## src/rtl/gfbc_ram.sv

```systemverilog
module gfbc_ram #(
   parameter int WIDTH = 32,
   parameter int DEPTH = 128
) (
   input  logic                     clock,
   input  logic                     wr_en,
   input  logic [$clog2(DEPTH)-1:0] wr_addr,
   input  logic [WIDTH-1:0]         wr_data,
   input  logic                     rd_en,
   input  logic [$clog2(DEPTH)-1:0] rd_addr,
   output logic [WIDTH-1:0]         rd_data
);

   logic [WIDTH-1:0] mem [DEPTH];

   always_ff @(posedge clock) begin
      if (wr_en) begin
         mem[wr_addr] <= wr_data;
      end
      if (rd_en) begin
         rd_data <= mem[rd_addr];
      end
   end

endmodule

```

## config.mk

```make
export PLATFORM = sky130hd
export DESIGN_NAME = gfbc_ram
export DESIGN_NICKNAME = d
export VERILOG_FILES = /design/src/rtl/gfbc_ram.sv
export SDC_FILE = /design/constraint.sdc
export NUM_CORES = 2
export LEC_CHECK = 0
export BUFFER_PORTS_ARGS = -buffer_cell sky130_fd_sc_hd__buf_2
export CAP_MARGIN = 20
export CORE_ASPECT_RATIO = 1.4
export CORE_MARGIN = 5
export CORE_UTILIZATION = 30
export CTS_CLUSTER_DIAMETER = 120
export CTS_CLUSTER_SIZE = 10
export DETAILED_ROUTE_END_ITERATION = 8
export SYNTH_ARGS = -nofsm -noshare
export SYNTH_HDL_FRONTEND = slang
export SYNTH_SLANG_ARGS = --single-unit
```

## constraint.sdc

```tcl
create_clock -name clock -period 4.79 [get_ports clock]
set_clock_uncertainty 0.2 [all_clocks]
set_input_delay 0.958 -clock clock [delete_from_list [all_inputs] [get_ports clock]]
set_output_delay 0.958 -clock clock [all_outputs]
set_load 0.01 [all_outputs]
```

==> results by group <==
Outcome
  – Status: finished clean

Floorplanning
  – Die H: 864.9 um
  – Ports: 81
  – Die ar.: 0.5367 mm2
  – Core area: 0.5213 mm2
  – Num rows: 314
  – Die width: 620.6 um
  – Starting Density: 0.3004

Synth
  – Top cells by count, synth: 4128 x edfxtp_1, 1344 x mux4_2, 182 x clkbuf_1, 122 x nor2_1, 79 x buf_2
  – Synth Warn #: 0
  – Post-Syn Area: 0.1566 mm2
  – Syn_area_per_cell: 26.14 um2
  – Async set or reset register ratio after synthesis: 0
  – Unique cell type count in the Yosys netlist: 16
  – Most common cell in the synthesized netlist: edfxtp_1
  – Post-Syn Instances: 5990
  – Flops & latches, synth: 4128
  – Dominant synthesized flop cell: edfxtp_1
  – Sequential area share after synthesis: 0.7916
  – Leading area contributor after synthesis: edfxtp_1
  – Synth top area cells: edfxtp_1 79%, mux4_2 19%, clkbuf_1 0.44%, nor2_1 0.29%, buf_2 0.25%
  – Synth top area share: 0.7916
  – Syn_nets: 6039
  – Post-synth EDFFs: 4128

Finish
  – Share of layout cells above drive strength 1: 0.3717
  – Nets: 6655
  – Synth-to-Final Area Change: 16.74%
  – Fin util: 0.3507
  – FILL cells: 47010

Critical path
  – Worst Setup Start Kind: input pin
  – Setup crit start: rd_addr[0]
  – Crit. End Element: register
  – CP Class: in -> reg
  – RR Startpoint: mem[84][15]
  – Critical-path cell list: buf_12 > buf_12 > buf_12 > buf_4 > mux4_2 > mux4_2 > mux4_2 > mux2_2
  – CP max FO: 17
  – WP data arrival: 4.09 ns
  – Slowest cell on crit path: mux4_2
  – Critical Path RT: between 5 and 6 ns
  – Max incr delay on CP: 0.62 ns

STA
  – Endpoints failing hold: 0
  – Final setup violation count: 0
  – Min Tclk post-route: 3.599 ns
  – Slack of the critical path: 1.191 ns
  – Final slew viol count: 0
  – TNS Setup: 0 ns
  – Final period util: 0.7514
  – RSZ-0062 raised after global routing: no
  – FMAX: approximately 0.28 GHz
  – Worst-margin pin slew: approximately 1.2 ns
  – Max-slew headroom: 0.1887

Placement
  – Final Wtd Congestion: approximately 0.8
  – IO Port Bufs: 80
  – Post-DP HPWL: 264800 um
  – Place WS: 0.2680 ns

Clock tree
  – Clock insertion delay at the later pin of the skew report: between 0.9 and 1 ns
  – TritonCTS Buffers: 454
  – H-tree levels: 5
  – Hold Buf Count CTS: 0
  – Clk sinks: approximately 4100
  – Clock Tree Root: clkbuf_16
  – CTS tree: yes
  – Post-CTS sizing: 0
  – Setup Buffers After CTS: 0
  – Worst-path clk slew: approximately 0.060 ns
  – CTS Buffer Depth: 4

Pwr
  – Total power divided by cell area: 405.0 mW/mm2
  – Leak: 54.69 nW
  – Max VDD drop: 0.2964 mV
  – Total power: 74.03 mW

Drt
  – Final WL: 446100 um
  – Per-cell routed wire length: about 32 um
  – Via-to-Cell Ratio: 5.163
  – DRC errors left: 0
  – Vias: 71360
  – Drt pass-1 iters: 5
  – Post-DRT Antenna Nets: 0
  – Initial DRC Count: 9082

GRT
  – Global-route usage over all layers: 0.1633
  – Largest net degree at the start of global routing: roughly 130
  – First-pass GRT wire length: 614200 um
  – Initial antenna violation count: 87
  – Overflow after GRT: 0
  – Vias in the first global route: 74430

Job
  – Max-cap viol count: 0

Worst hold path
  – Min-delay src: wr_data[14]
  – Hold Crit Class: in -> reg
==> cell type report <==
class	instances	area, um2	area share
antenna	241	603.1	0.003299
clock buffer	462	11560	0.06324
clock inverter	15	241.5	0.001321
multi-input combinational	1546	32290	0.1766
sequential	4128	124000	0.6781
tap	6952	8698	0.04758
timing repair buffer	476	5456	0.02985
==> layout by cell type, fill, tap and decap left out, drive strengths merged <==
cell type  count
nand3         12
edfxtp      4128
nor2b          7
or3            1
nor2         122
nand2b         2
nand2         14
mux4        1344
inv            8
diode        241
nand4          3
mux2          32
clkbuf       462
buf          476
clkinv         7
nor3           9
==> kinds of logic after synthesis <==
| family | after synthesis | synth area share |
|---|---|---|
| buffers and inverters | 316 | 0.008373 |
| DFF | 4128 | 0.7916 |
| muxes | 1376 | 0.1956 |
| and+or+nand+nor | 170 | 0.004450 |
==> per-layer routing <==
metal	track usage	up-vias	wire, um
met3	0.02471	687	32920
met1	0.1933	39640	156500
met2	0.2890	3421	234200
met4	0.08023	30	22280
li1	-	27580	-
met5	0	-	173
==> sequential cells by signal (all words and copies together), names as in the netlist <==
name     cells
mem       4096
rd_data     32
==> path summary, 6_finish.rpt <==
check / end / slack [ns] / depth (start not counted)
setup / recovery: rd_data[20] / 1.19 / 8
setup reg to reg: rd_data[15] / 1.68 / 4
hold reg to reg: rd_data[1] / 0.99 / 4
hold / removal: mem[43][14] / 0.10 / 1
==> critical path, delay by kind of cell <==
| kind | cells | cell delay, ns |
|---|---|---|
| buffers and inverters | 4 | 0.95 |
| multiplexers | 4 | 2.02 |
==> metrics by stage <==
step                hold WS [ns]  cell area, um2  instances
floorplan                 0.8569          156600       5990
global placement           1.003          170400      13100
finish                    0.1009          182800      13820
detailed placement        0.9919          170400      13100
global route             0.07428          182700      13800
CTS                      0.02319          182200      13580
==> report_power, final <==
group / leakage [nW] / switching (mW) / total (mW) / internal [mW]
Combinational: 11.8 / 2.52 / 4.09 / 1.57
Clock: 5.80 / 13.0 / 29.8 / 16.8
Sequential: 37.1 / 0.136 / 40.1 / 40.0
No activity file was read; power rests on OpenSTA's default activity.
